**src/lspg_pkg.sv**
```systemverilog
package lspg_pkg;

	// Default strip length and the width of the LED index field.
	localparam int LSPG_NUM_LEDS = 16;
	localparam int LED_INDEX_W   = 4;
	localparam int CHAN_W        = 8;

	// Frame parameter handed from the front to the back: the hue origin
	// for the rainbow, or the breathing gain in the low byte.
	localparam int PARAM_W = 16;

	// Divider geometry: the time is extended by a 16-bit fraction, and the
	// divisor is at most 255 * 100 ms, which fits in 15 bits.
	localparam int TIME_W      = 32;
	localparam int DIVIDEND_W  = TIME_W + PARAM_W;
	localparam int DIVISOR_W   = 15;
	localparam int DIV_CYCLES  = DIVIDEND_W / 2;
	localparam int DIV_CNT_W   = 5;

	// Breathing cycle length in ms and the length of one period unit in ms.
	localparam logic [DIVISOR_W-1:0] BREATH_PERIOD_MS = 15'd4000;
	localparam logic [DIVISOR_W-1:0] PERIOD_UNIT_MS   = 15'd100;

	// Breathing gain numerator: 147200 + 425 * sine, then divided by 256000.
	// The division is a shift by 11 and a reciprocal multiply for 125.
	localparam logic signed [19:0] BREATH_BIAS  = 20'sd147200;
	localparam logic signed [19:0] BREATH_SLOPE = 20'sd425;
	localparam logic [15:0]        RECIP_125    = 16'd33555;

	// Configuration register indexes.
	typedef enum logic [1:0] {
		REG_MODE            = 2'd0,
		REG_BASE_COLOR      = 2'd1,
		REG_BRIGHTNESS      = 2'd2,
		REG_GRADIENT_PERIOD = 2'd3
	} reg_index_t;

	// Animation modes.
	typedef enum logic [1:0] {
		MODE_OFF     = 2'd0,
		MODE_SOLID   = 2'd1,
		MODE_BREATH  = 2'd2,
		MODE_RAINBOW = 2'd3
	} mode_t;

	// Configuration as seen by the front and the back.
	typedef struct packed {
		mode_t       mode;
		logic [23:0] base_color;
		logic [7:0]  brightness;
		logic [7:0]  gradient_period;
	} cfg_t;

	// Quarter wave of the Q8 sine, entries 0..64.
	localparam logic [8:0] SIN_QUARTER [0:64] = '{
		9'd0,   9'd6,   9'd13,  9'd19,  9'd25,  9'd31,  9'd38,  9'd44,
		9'd50,  9'd56,  9'd62,  9'd68,  9'd74,  9'd80,  9'd86,  9'd92,
		9'd98,  9'd104, 9'd109, 9'd115, 9'd121, 9'd126, 9'd132, 9'd137,
		9'd142, 9'd147, 9'd152, 9'd157, 9'd162, 9'd167, 9'd172, 9'd177,
		9'd181, 9'd185, 9'd190, 9'd194, 9'd198, 9'd202, 9'd206, 9'd209,
		9'd213, 9'd216, 9'd220, 9'd223, 9'd226, 9'd229, 9'd231, 9'd234,
		9'd237, 9'd239, 9'd241, 9'd243, 9'd245, 9'd247, 9'd248, 9'd250,
		9'd251, 9'd252, 9'd253, 9'd254, 9'd255, 9'd255, 9'd256, 9'd256,
		9'd256
	};

	// Full 256-entry sine through quarter-wave symmetry.
	function automatic logic signed [9:0] sine_q8(input logic [7:0] k);
		logic [6:0] j;
		logic [8:0] mag;
		j = {1'b0, k[5:0]};
		case (k[7:6])
			2'd0:    mag = SIN_QUARTER[j];
			2'd1:    mag = SIN_QUARTER[7'd64 - j];
			2'd2:    mag = SIN_QUARTER[j];
			default: mag = SIN_QUARTER[7'd64 - j];
		endcase
		if (k[7]) begin
			sine_q8 = -$signed({1'b0, mag});
		end else begin
			sine_q8 = $signed({1'b0, mag});
		end
	endfunction

	// floor(p / 255) for any product of two 8-bit values.
	function automatic logic [7:0] div255(input logic [15:0] p);
		logic [16:0] sum;
		sum = 17'(p) + 17'd1 + 17'(p[15:8]);
		div255 = sum[15:8];
	endfunction

endpackage

```
**src/led_strip_pattern_generator_core.sv**
```systemverilog
// Channel   Dir  Handshake          Payload
// s_*       in   s_tvalid/s_tready  s_tdata: time_ms[31:0]
// m_*       out  m_tvalid/m_tready  m_tdata: led_index, red, green, blue; m_tlast: last
// cfg_*     in   cfg_we             cfg_index selects the register, cfg_data the value
//
// Each frame tick yields NUM_LEDS colour transfers, one per cycle while m_tready is high.
// The front runs a tick through the 2-bit-per-cycle phase divider and the breathing gain
// steps; the back emits one LED per cycle, when not stalled, through stages s1 to s4 and
// an output register. A tick is held in an input register while the previous one works.
// Reset clears the handshake state; gradient_period resets to 10, other registers to 0.
// A stall on m_tready freezes the back pipeline; the front keeps running into a
// two-entry frame queue.
module led_strip_pattern_generator_core
	import lspg_pkg::*;
#(
	parameter int NUM_LEDS = LSPG_NUM_LEDS
) (
	input  logic        clk,
	input  logic        arst_n,
	input  logic        cfg_we,
	input  logic [1:0]  cfg_index,
	input  logic [23:0] cfg_data,
	input  logic        s_tvalid,
	output logic        s_tready,
	input  logic [31:0] s_tdata,   // [31:0] time_ms
	output logic        m_tvalid,
	input  logic        m_tready,
	output logic [31:0] m_tdata,   // [3:0] led_index, [11:4] red, [19:12] green,
	                               // [27:20] blue, [31:28] zero
	output logic        m_tlast
);

	cfg_t                   cfg_q;
	logic                   push_valid;
	logic [PARAM_W-1:0]     push_param;
	logic                   push_ready;
	logic                   frame_valid;
	logic [PARAM_W-1:0]     frame_param;
	logic                   frame_pop;
	logic [LED_INDEX_W-1:0] led_index;
	logic [CHAN_W-1:0]      red, green, blue;

	// Configuration registers.
	always_ff @(posedge clk or negedge arst_n) begin
		if (!arst_n) begin
			cfg_q.mode            <= MODE_OFF;
			cfg_q.base_color      <= 24'd0;
			cfg_q.brightness      <= 8'd0;
			cfg_q.gradient_period <= 8'd10;
		end else if (cfg_we) begin
			case (reg_index_t'(cfg_index))
				REG_MODE:            cfg_q.mode            <= mode_t'(cfg_data[1:0]);
				REG_BASE_COLOR:      cfg_q.base_color      <= cfg_data;
				REG_BRIGHTNESS:      cfg_q.brightness      <= cfg_data[7:0];
				REG_GRADIENT_PERIOD: cfg_q.gradient_period <= cfg_data[7:0];
				default: ;
			endcase
		end
	end

	lspg_front u_front (
		.clk        (clk),
		.arst_n     (arst_n),
		.cfg        (cfg_q),
		.in_valid   (s_tvalid),
		.in_ready   (s_tready),
		.in_time    (s_tdata),
		.push_valid (push_valid),
		.push_param (push_param),
		.push_ready (push_ready)
	);

	lspg_queue u_queue (
		.clk      (clk),
		.arst_n   (arst_n),
		.wr_valid (push_valid),
		.wr_data  (push_param),
		.wr_ready (push_ready),
		.rd_valid (frame_valid),
		.rd_data  (frame_param),
		.rd_pop   (frame_pop)
	);

	lspg_back #(
		.NUM_LEDS (NUM_LEDS)
	) u_back (
		.clk         (clk),
		.arst_n      (arst_n),
		.cfg         (cfg_q),
		.frame_valid (frame_valid),
		.frame_param (frame_param),
		.frame_pop   (frame_pop),
		.out_valid   (m_tvalid),
		.out_ready   (m_tready),
		.led_index   (led_index),
		.red         (red),
		.green       (green),
		.blue        (blue),
		.last        (m_tlast)
	);

	// Pack the result fields, lowest field first.
	assign m_tdata = {4'd0, blue, green, red, led_index};

endmodule

```
**src/lspg_queue.sv**
```systemverilog
module lspg_queue
	import lspg_pkg::*;
(
	input  logic               clk,
	input  logic               arst_n,
	input  logic               wr_valid,
	input  logic [PARAM_W-1:0] wr_data,
	output logic               wr_ready,
	output logic               rd_valid,
	output logic [PARAM_W-1:0] rd_data,
	input  logic               rd_pop
);

	logic [PARAM_W-1:0] entry_q [0:1];
	logic               wr_ptr_q;
	logic               rd_ptr_q;
	logic [1:0]         count_q;
	logic               push;
	logic               pop;

	assign wr_ready = (count_q != 2'd2);
	assign rd_valid = (count_q != 2'd0);
	assign rd_data  = entry_q[rd_ptr_q];
	assign push     = wr_valid && wr_ready;
	assign pop      = rd_pop && rd_valid;

	// Pointers and fill level.
	always_ff @(posedge clk or negedge arst_n) begin
		if (!arst_n) begin
			wr_ptr_q <= 1'b0;
			rd_ptr_q <= 1'b0;
			count_q  <= 2'd0;
		end else begin
			if (push) begin
				wr_ptr_q <= ~wr_ptr_q;
			end
			if (pop) begin
				rd_ptr_q <= ~rd_ptr_q;
			end
			if (push && !pop) begin
				count_q <= count_q + 2'd1;
			end else if (pop && !push) begin
				count_q <= count_q - 2'd1;
			end
		end
	end

	// Entry storage.
	always_ff @(posedge clk) begin
		if (push) begin
			entry_q[wr_ptr_q] <= wr_data;
		end
	end

endmodule

```
**src/lspg_front.sv**
```systemverilog
module lspg_front
	import lspg_pkg::*;
(
	input  logic               clk,
	input  logic               arst_n,
	input  cfg_t               cfg,
	input  logic               in_valid,
	output logic               in_ready,
	input  logic [TIME_W-1:0]  in_time,
	output logic               push_valid,
	output logic [PARAM_W-1:0] push_param,
	input  logic               push_ready
);

	typedef enum logic [2:0] {
		F_IDLE,
		F_DIV,
		F_SINE,
		F_MUL,
		F_RECIP,
		F_PUSH
	} front_state_t;

	front_state_t           state_q;
	logic                   hold_valid_q;
	logic [TIME_W-1:0]      hold_time_q;
	logic [DIVIDEND_W-1:0]  num_q;
	logic [DIVISOR_W-1:0]   rem_q;
	logic [DIVISOR_W-1:0]   div_q;
	logic [DIV_CNT_W-1:0]   cnt_q;
	logic [17:0]            gnum_q;
	logic [25:0]            gprod_q;
	logic [PARAM_W-1:0]     param_q;

	logic                   take;
	logic [7:0]             period_eff;
	logic [DIVISOR_W-1:0]   div_next;

	// Two restoring division steps per cycle.
	logic [DIVISOR_W:0]     trial_a;
	logic [DIVISOR_W-1:0]   rem_a;
	logic                   qbit_a;
	logic [DIVISOR_W:0]     trial_b;
	logic [DIVISOR_W-1:0]   rem_b;
	logic                   qbit_b;
	logic [DIVIDEND_W-1:0]  num_next;

	logic signed [9:0]      sine;
	logic signed [19:0]     gnum_full;
	logic [30:0]            recip_prod;

	assign in_ready   = !hold_valid_q;
	assign take       = (state_q == F_IDLE) && hold_valid_q;
	assign push_valid = (state_q == F_PUSH);
	assign push_param = param_q;

	// Divisor: the breathing cycle, or the clamped rainbow period in ms.
	always_comb begin
		period_eff = (cfg.gradient_period == 8'd0) ? 8'd1 : cfg.gradient_period;
		if (cfg.mode == MODE_BREATH) begin
			div_next = BREATH_PERIOD_MS;
		end else begin
			div_next = DIVISOR_W'(period_eff) * PERIOD_UNIT_MS;
		end
	end

	// The quotient of time * 2^16 by the divisor has, in its low 16 bits,
	// the phase fraction within the current cycle.
	always_comb begin
		trial_a  = {rem_q, num_q[DIVIDEND_W-1]};
		qbit_a   = (trial_a >= {1'b0, div_q});
		rem_a    = qbit_a ? DIVISOR_W'(trial_a - {1'b0, div_q}) : DIVISOR_W'(trial_a);
		trial_b  = {rem_a, num_q[DIVIDEND_W-2]};
		qbit_b   = (trial_b >= {1'b0, div_q});
		rem_b    = qbit_b ? DIVISOR_W'(trial_b - {1'b0, div_q}) : DIVISOR_W'(trial_b);
		num_next = {num_q[DIVIDEND_W-3:0], qbit_a, qbit_b};
	end

	// Breathing gain numerator from the sine of the phase.
	always_comb begin
		sine       = sine_q8(num_q[15:8]);
		gnum_full  = BREATH_BIAS + BREATH_SLOPE * 20'(sine);
		recip_prod = 31'(gprod_q[25:11]) * 31'(RECIP_125);
	end

	// Input holding register: a new tick is taken while the last one works.
	always_ff @(posedge clk or negedge arst_n) begin
		if (!arst_n) begin
			hold_valid_q <= 1'b0;
		end else if (in_valid && in_ready) begin
			hold_valid_q <= 1'b1;
		end else if (take) begin
			hold_valid_q <= 1'b0;
		end
	end

	always_ff @(posedge clk) begin
		if (in_valid && in_ready) begin
			hold_time_q <= in_time;
		end
	end

	// Sequencer: divide for breathing and rainbow, then for breathing work the gain out in three steps.
	always_ff @(posedge clk or negedge arst_n) begin
		if (!arst_n) begin
			state_q <= F_IDLE;
			cnt_q   <= '0;
		end else begin
			case (state_q)
				F_IDLE: begin
					if (take) begin
						cnt_q <= '0;
						if (cfg.mode == MODE_BREATH || cfg.mode == MODE_RAINBOW) begin
							state_q <= F_DIV;
						end else begin
							state_q <= F_PUSH;
						end
					end
				end
				F_DIV: begin
					cnt_q <= cnt_q + DIV_CNT_W'(1);
					if (cnt_q == DIV_CNT_W'(DIV_CYCLES - 1)) begin
						if (cfg.mode == MODE_BREATH) begin
							state_q <= F_SINE;
						end else begin
							state_q <= F_PUSH;
						end
					end
				end
				F_SINE:  state_q <= F_MUL;
				F_MUL:   state_q <= F_RECIP;
				F_RECIP: state_q <= F_PUSH;
				F_PUSH: begin
					if (push_ready) begin
						state_q <= F_IDLE;
					end
				end
				default: state_q <= F_IDLE;
			endcase
		end
	end

	// Datapath registers.
	always_ff @(posedge clk) begin
		case (state_q)
			F_IDLE: begin
				num_q   <= {hold_time_q, PARAM_W'(0)};
				rem_q   <= '0;
				div_q   <= div_next;
				param_q <= '0;
			end
			F_DIV: begin
				num_q   <= num_next;
				rem_q   <= rem_b;
				param_q <= num_next[PARAM_W-1:0];
			end
			F_SINE:  gnum_q  <= gnum_full[17:0];
			F_MUL:   gprod_q <= 26'(cfg.brightness) * 26'(gnum_q);
			F_RECIP: param_q <= PARAM_W'(recip_prod[29:22]);
			default: ;
		endcase
	end

endmodule

```
**src/lspg_back.sv**
```systemverilog
module lspg_back
	import lspg_pkg::*;
#(
	parameter int NUM_LEDS = LSPG_NUM_LEDS
) (
	input  logic                   clk,
	input  logic                   arst_n,
	input  cfg_t                   cfg,
	input  logic                   frame_valid,
	input  logic [PARAM_W-1:0]     frame_param,
	output logic                   frame_pop,
	output logic                   out_valid,
	input  logic                   out_ready,
	output logic [LED_INDEX_W-1:0] led_index,
	output logic [CHAN_W-1:0]      red,
	output logic [CHAN_W-1:0]      green,
	output logic [CHAN_W-1:0]      blue,
	output logic                   last
);

	localparam int IDX_W    = (NUM_LEDS > 1) ? $clog2(NUM_LEDS) : 1;
	localparam int EXT_W    = (IDX_W > LED_INDEX_W) ? IDX_W : LED_INDEX_W;
	localparam int FRAC_W   = IDX_W + 1;
	localparam int OFF_STEP = 65536 / NUM_LEDS;
	localparam int OFF_REM  = 65536 % NUM_LEDS;

	logic                  adv;
	logic                  issue;
	logic                  at_last;

	// LED sequencer with an exact running offset of i * 65536 / NUM_LEDS.
	logic [IDX_W-1:0]      idx_q;
	logic [PARAM_W-1:0]    off_q;
	logic [FRAC_W-1:0]     frac_q;
	logic [FRAC_W-1:0]     frac_sum;
	logic                  frac_wrap;

	logic                  valid_s1, valid_s2, valid_s3, valid_s4, out_valid_q;
	logic [IDX_W-1:0]      idx_s1, idx_s2, idx_s3, idx_s4;
	logic                  last_s1, last_s2, last_s3, last_s4;
	logic [PARAM_W-1:0]    param_s1;
	logic [PARAM_W-1:0]    off_s1;
	logic [7:0]            gain_s2;
	logic [2:0]            sector_s2;
	logic [15:0]           frac_s2;
	logic [CHAN_W-1:0]     cr_s3, cg_s3, cb_s3, gain_s3;
	logic [15:0]           pr_s4, pg_s4, pb_s4;
	logic [EXT_W-1:0]      idx_out_q;
	logic                  last_q;
	logic [CHAN_W-1:0]     red_q, green_q, blue_q;

	logic [PARAM_W-1:0]    hue;
	logic [18:0]           hue6;
	logic [23:0]           up_full;
	logic [16:0]           inv_frac;
	logic [24:0]           down_full;
	logic [7:0]            up, down;
	logic [7:0]            hr, hg, hb;
	logic [7:0]            sel_r, sel_g, sel_b, sel_gain;

	assign adv       = !out_valid_q || out_ready;
	assign issue     = frame_valid && adv;
	assign at_last   = (idx_q == IDX_W'(NUM_LEDS - 1));
	assign frame_pop = issue && at_last;

	assign frac_sum  = frac_q + FRAC_W'(OFF_REM);
	assign frac_wrap = (frac_sum >= FRAC_W'(NUM_LEDS));

	// Step through the LEDs of the frame at the head of the queue.
	always_ff @(posedge clk or negedge arst_n) begin
		if (!arst_n) begin
			idx_q  <= '0;
			off_q  <= '0;
			frac_q <= '0;
		end else if (issue) begin
			if (at_last) begin
				idx_q  <= '0;
				off_q  <= '0;
				frac_q <= '0;
			end else begin
				idx_q  <= idx_q + IDX_W'(1);
				off_q  <= off_q + PARAM_W'(OFF_STEP) + PARAM_W'(frac_wrap);
				frac_q <= frac_wrap ? FRAC_W'(frac_sum - FRAC_W'(NUM_LEDS)) : frac_sum;
			end
		end
	end

	// Hue position and sextant.
	always_comb begin
		hue  = param_s1 + off_s1;
		hue6 = (19'(hue) << 2) + (19'(hue) << 1);
	end

	// Ramp values within the sextant and the colour and gain for the mode.
	always_comb begin
		up_full   = {frac_s2, 8'd0} - 24'(frac_s2);
		inv_frac  = 17'h10000 - 17'(frac_s2);
		down_full = {inv_frac, 8'd0} - 25'(inv_frac);
		up        = up_full[23:16];
		down      = down_full[23:16];
		case (sector_s2)
			3'd0:    begin hr = 8'd255; hg = up;     hb = 8'd0;   end
			3'd1:    begin hr = down;   hg = 8'd255; hb = 8'd0;   end
			3'd2:    begin hr = 8'd0;   hg = 8'd255; hb = up;     end
			3'd3:    begin hr = 8'd0;   hg = down;   hb = 8'd255; end
			3'd4:    begin hr = up;     hg = 8'd0;   hb = 8'd255; end
			default: begin hr = 8'd255; hg = 8'd0;   hb = down;   end
		endcase
		case (cfg.mode)
			MODE_SOLID: begin
				sel_r    = cfg.base_color[23:16];
				sel_g    = cfg.base_color[15:8];
				sel_b    = cfg.base_color[7:0];
				sel_gain = cfg.brightness;
			end
			MODE_BREATH: begin
				sel_r    = cfg.base_color[23:16];
				sel_g    = cfg.base_color[15:8];
				sel_b    = cfg.base_color[7:0];
				sel_gain = gain_s2;
			end
			MODE_RAINBOW: begin
				sel_r    = hr;
				sel_g    = hg;
				sel_b    = hb;
				sel_gain = cfg.brightness;
			end
			default: begin
				sel_r    = 8'd0;
				sel_g    = 8'd0;
				sel_b    = 8'd0;
				sel_gain = 8'd0;
			end
		endcase
	end

	// Valid bits of the pipeline; the whole pipeline moves when the output
	// register is free or being drained.
	always_ff @(posedge clk or negedge arst_n) begin
		if (!arst_n) begin
			valid_s1    <= 1'b0;
			valid_s2    <= 1'b0;
			valid_s3    <= 1'b0;
			valid_s4    <= 1'b0;
			out_valid_q <= 1'b0;
		end else if (adv) begin
			valid_s1    <= issue;
			valid_s2    <= valid_s1;
			valid_s3    <= valid_s2;
			valid_s4    <= valid_s3;
			out_valid_q <= valid_s4;
		end
	end

	// Pipeline payload.
	always_ff @(posedge clk) begin
		if (adv) begin
			idx_s1    <= idx_q;
			last_s1   <= at_last;
			param_s1  <= frame_param;
			off_s1    <= off_q;

			idx_s2    <= idx_s1;
			last_s2   <= last_s1;
			gain_s2   <= param_s1[7:0];
			sector_s2 <= hue6[18:16];
			frac_s2   <= hue6[15:0];

			idx_s3    <= idx_s2;
			last_s3   <= last_s2;
			cr_s3     <= sel_r;
			cg_s3     <= sel_g;
			cb_s3     <= sel_b;
			gain_s3   <= sel_gain;

			idx_s4    <= idx_s3;
			last_s4   <= last_s3;
			pr_s4     <= 16'(cr_s3) * 16'(gain_s3);
			pg_s4     <= 16'(cg_s3) * 16'(gain_s3);
			pb_s4     <= 16'(cb_s3) * 16'(gain_s3);

			idx_out_q <= EXT_W'(idx_s4);
			last_q    <= last_s4;
			red_q     <= div255(pr_s4);
			green_q   <= div255(pg_s4);
			blue_q    <= div255(pb_s4);
		end
	end

	assign out_valid = out_valid_q;
	assign led_index = idx_out_q[LED_INDEX_W-1:0];
	assign red       = red_q;
	assign green     = green_q;
	assign blue      = blue_q;
	assign last      = last_q;

endmodule
```
**config.mk**
```make
export PLATFORM = sky130hd
export DESIGN_NAME = led_strip_pattern_generator_core
export DESIGN_NICKNAME = d
export VERILOG_FILES = /design/src/lspg_pkg.sv /design/src/led_strip_pattern_generator_core.sv /design/src/lspg_queue.sv /design/src/lspg_front.sv /design/src/lspg_back.sv
export SDC_FILE = /design/constraint.sdc
export NUM_CORES = 2
export LEC_CHECK = 0
export BUFFER_PORTS_ARGS = -buffer_cell sky130_fd_sc_hd__buf_4
export CAP_MARGIN = 20
export CELL_PAD_IN_SITES_DETAIL_PLACEMENT = 0
export CELL_PAD_IN_SITES_GLOBAL_PLACEMENT = 1
export CORE_UTILIZATION = 52
export DETAILED_ROUTE_END_ITERATION = 12
export PLACE_DENSITY = 0.87
export SLEW_MARGIN = 15
export SYNTH_ARGS = -nofsm -noshare
export SYNTH_HDL_FRONTEND = slang
export SYNTH_SLANG_ARGS = --single-unit
export TNS_END_PERCENT = 10
```
**constraint.sdc**
```tcl
create_clock -name clk -period 9.7 [get_ports clk]
set_input_delay 1.94 -clock clk [delete_from_list [all_inputs] [get_ports clk]]
set_output_delay 1.94 -clock clk [all_outputs]
set_load 0.005 [all_outputs]
```
==> flow_metrics.env <==
export IMPL_status="finished clean"
export IMPL_antennaDiodeCount=0
export IMPL_cts_buffer_depth=3
export IMPL_max_stage_delay_ps=620
export IMPL_worstSkewPairLatency_ps=600
export IMPL_cap_violations=0
export IMPL_yosys_warnings=0
export IMPL_hpwl_um=62300
export IMPL_postCtsSetupBuffers=0
export IMPL_root_buffer="clkbuf_16"
export IMPL_synth_cells=3666
export IMPL_cts_resized=0
export IMPL_fin_cells=4727
export IMPL_syn_area_per_cell_sq_um=10.4
export IMPL_antenna_left=0
export IMPL_drtIter0Drc=1721
export IMPL_finish_utilization=0.570
export IMPL_die_x_um=273
export IMPL_fp_dieH_um=273
export IMPL_post_route_drc_count=0
export IMPL_yosys_top_cells_count="inv_1, ha_1, nand2_1"
export IMPL_ys_ff_latch=457
export IMPL_n_fill_cell=6241
export IMPL_critPathMaxFanout=21
export IMPL_async_reset_ff_frac=0.177
export IMPL_synth_area_sq_mm=0.0383
export IMPL_wire_per_inst_um=17.4
export IMPL_place_inst=4635
export IMPL_port_buffers=93
export IMPL_met2_usage=0.400
export IMPL_grt_start_max_net_pins=163
export IMPL_min_period_ps=8400
export IMPL_rows=99
export IMPL_die_area_sq_mm=0.0746
export IMPL_initial_core_util=0.525
export IMPL_cts_clk_slew_worst_paths_ps=60
export IMPL_tightest_slew_ps=1050
export IMPL_cts_hold_buffers=0
export IMPL_grt_pass1_wl_um=137000
export IMPL_final_setup_tns_ps=0
export IMPL_tritoncts="built"
export IMPL_max_slew_margin=0.295
export IMPL_vias=25900
export IMPL_crit_type="register to register"
export IMPL_htreeDepth=2
export IMPL_setup_viol=0
export IMPL_multiInputGateArea_sq_mm=0.0227
export IMPL_grt_use_met1=0.296
export IMPL_yosysSeqAreaShare=0.348
export IMPL_via_per_inst=5.48
export IMPL_met3_usage=0.0315
export IMPL_wl_um=82300
export IMPL_synth_top_area_frac=0.295
export IMPL_skew_ps=27.0
export IMPL_drive_gt1_frac=0.0825
export IMPL_grt_overflow_total=0
export IMPL_synth_edff_count=376
export IMPL_synth_main_ff_cell="edfxtp_1"
export IMPL_place_gp_congestion=0.906
export IMPL_end_kind="register"
export IMPL_maxSlewViolCount=0
export IMPL_clock_fmax_mhz=119
export IMPL_grtUsageTotal=0.228
export IMPL_yosysTopAreaCell="edfxtp_1"
export IMPL_cp_arrival_ps=8720
export IMPL_critPathLaunchType="register"
export IMPL_rsz0062_at_grt="no"
export IMPL_slowest_stage="nor2b_1"
export IMPL_grt_busiest_layer="met2"
export IMPL_fin_crit_sh=0.866
export IMPL_nNetsFinal=4518
export IMPL_area_growth_pct=8.57
export IMPL_yosysMostFrequentCell="inv_1"
export IMPL_hold_path_class="register to register"
export IMPL_cts_buffers=51
export IMPL_postLayoutCellArea_sq_mm=0.0415
export IMPL_crit_buf_inv=6
export IMPL_dr_pass1_iters=6
export IMPL_placed_area_sq_mm=0.0399
export IMPL_synth_cell_types=91
export IMPL_antenna_found_initial=2
export IMPL_seqCellArea_sq_mm=0.0133
export IMPL_ios=98
export IMPL_grt_pass1_vias=26700
export IMPL_cts_sinks=457
export IMPL_required_ps=10020
export IMPL_finalHoldViolations=0
export IMPL_core_sq_mm=0.0728
export IMPL_synth_area_leaders="edfxtp_1, ha_1, fa_1"
export IMPL_cpLargestDelayFamily="adder cells"
[state kept, by name, indices dropped and copies added, names as in the netlist, 18 cells and up]
register / count
cfg_q: 42
u_queue.entry_q: 32
u_front.gnum_q: 18
u_front.num_q: 48
u_front.hold_time_q: 32
[area by class of cell]
cell class | count | area share
flip-flops and latches | 457 | 0.321
multi-input cells | 2631 | 0.547
repair buffers | 118 | 0.0216
inverters | 470 | 0.0425
well taps | 959 | 0.0289
clock inverters | 27 | 0.00533
clock buffers | 65 | 0.0338
[worst reg2reg max path, delay by kind of cell (launching register included)]
kind | cells | cell delay [ps]
AOI/OAI and AO/OA | 5 | 1340
xor gates and xnor gates | 4 | 1480
adders and majority gates | 7 | 2560
buffers and inverters | 6 | 1060
DFF | 1 | 360
and+or+nand+nor | 4 | 1350
[layer usage]
metal	wire length, um	up-vias
li1	-	12600
met1	36500	12700
met2	40500	472
met3	3430	121
met4	1940	4
met5	24	-
[stage by stage]
stage / setup slack (ps) / hold WS, ps
global placement: 1450 / 402
floorplan: 2330 / 400
global route: 742 / 410
finish: 1300 / 410
detailed placement: 1320 / 405
CTS: 1340 / 403
[logic make-up after synthesis]
| family | count (synthesis) | share of synthesized area |
|---|---|---|
| and+or+nand+nor | 1080 | 0.136 |
| AOI/OAI and AO/OA | 530 | 0.0937 |
| adders and majority gates | 727 | 0.289 |
| xor gates and xnor gates | 207 | 0.0489 |
| DFF | 457 | 0.348 |
| buffers and inverters | 581 | 0.0593 |
| other | 1 | 0.0000980 |
| muxes | 83 | 0.0248 |
[worst paths after layout]
kind                                  startpoint                  to  slack [ps]  cells past startpoint
worst min-delay path            u_back.idx_s1[2]    u_back.idx_s2[2]         410                      0
max in group asynchronous                 arst_n           cfg_q[35]        7320                      2
worst max-delay path            u_front.num_q[9]  u_front.gnum_q[17]        1300                     26
min in group asynchronous                 arst_n     u_back.idx_q[2]        1190                      1
worst max register to register  u_front.num_q[9]  u_front.gnum_q[17]        1300                     26
worst min register to register  u_back.idx_s1[2]    u_back.idx_s2[2]         410                      0
[cells in the final DEF, fill, tap and decap left out, types with 15 or more instances in the layout]
cell type and instances:
inv_1 465, ha_1 463, nand2_1 390, edfxtp_1 376, fa_1 263, nor2_1 221, and2_1 203, xnor2_1 139
buf_4 117, a21oi_1 110, o21ai_0 106, dfrtp_1 79, mux2_2 64, xor2_1 62, clkbuf_16 54, nor3_1 53
nand3_1 51, a21o_1 45, o21a_1 38, nand2b_1 28, nor2b_1 27, o21bai_1 24, o211ai_1 22, or2_2 18
nand4_1 18, or3_1 17, a211oi_1 17, a31oi_1 16, mux2i_1 16, a22oi_1 15
Power is not shown: default switching activity piles up to over one toggle a cycle in this logic, so the estimate is an artifact.
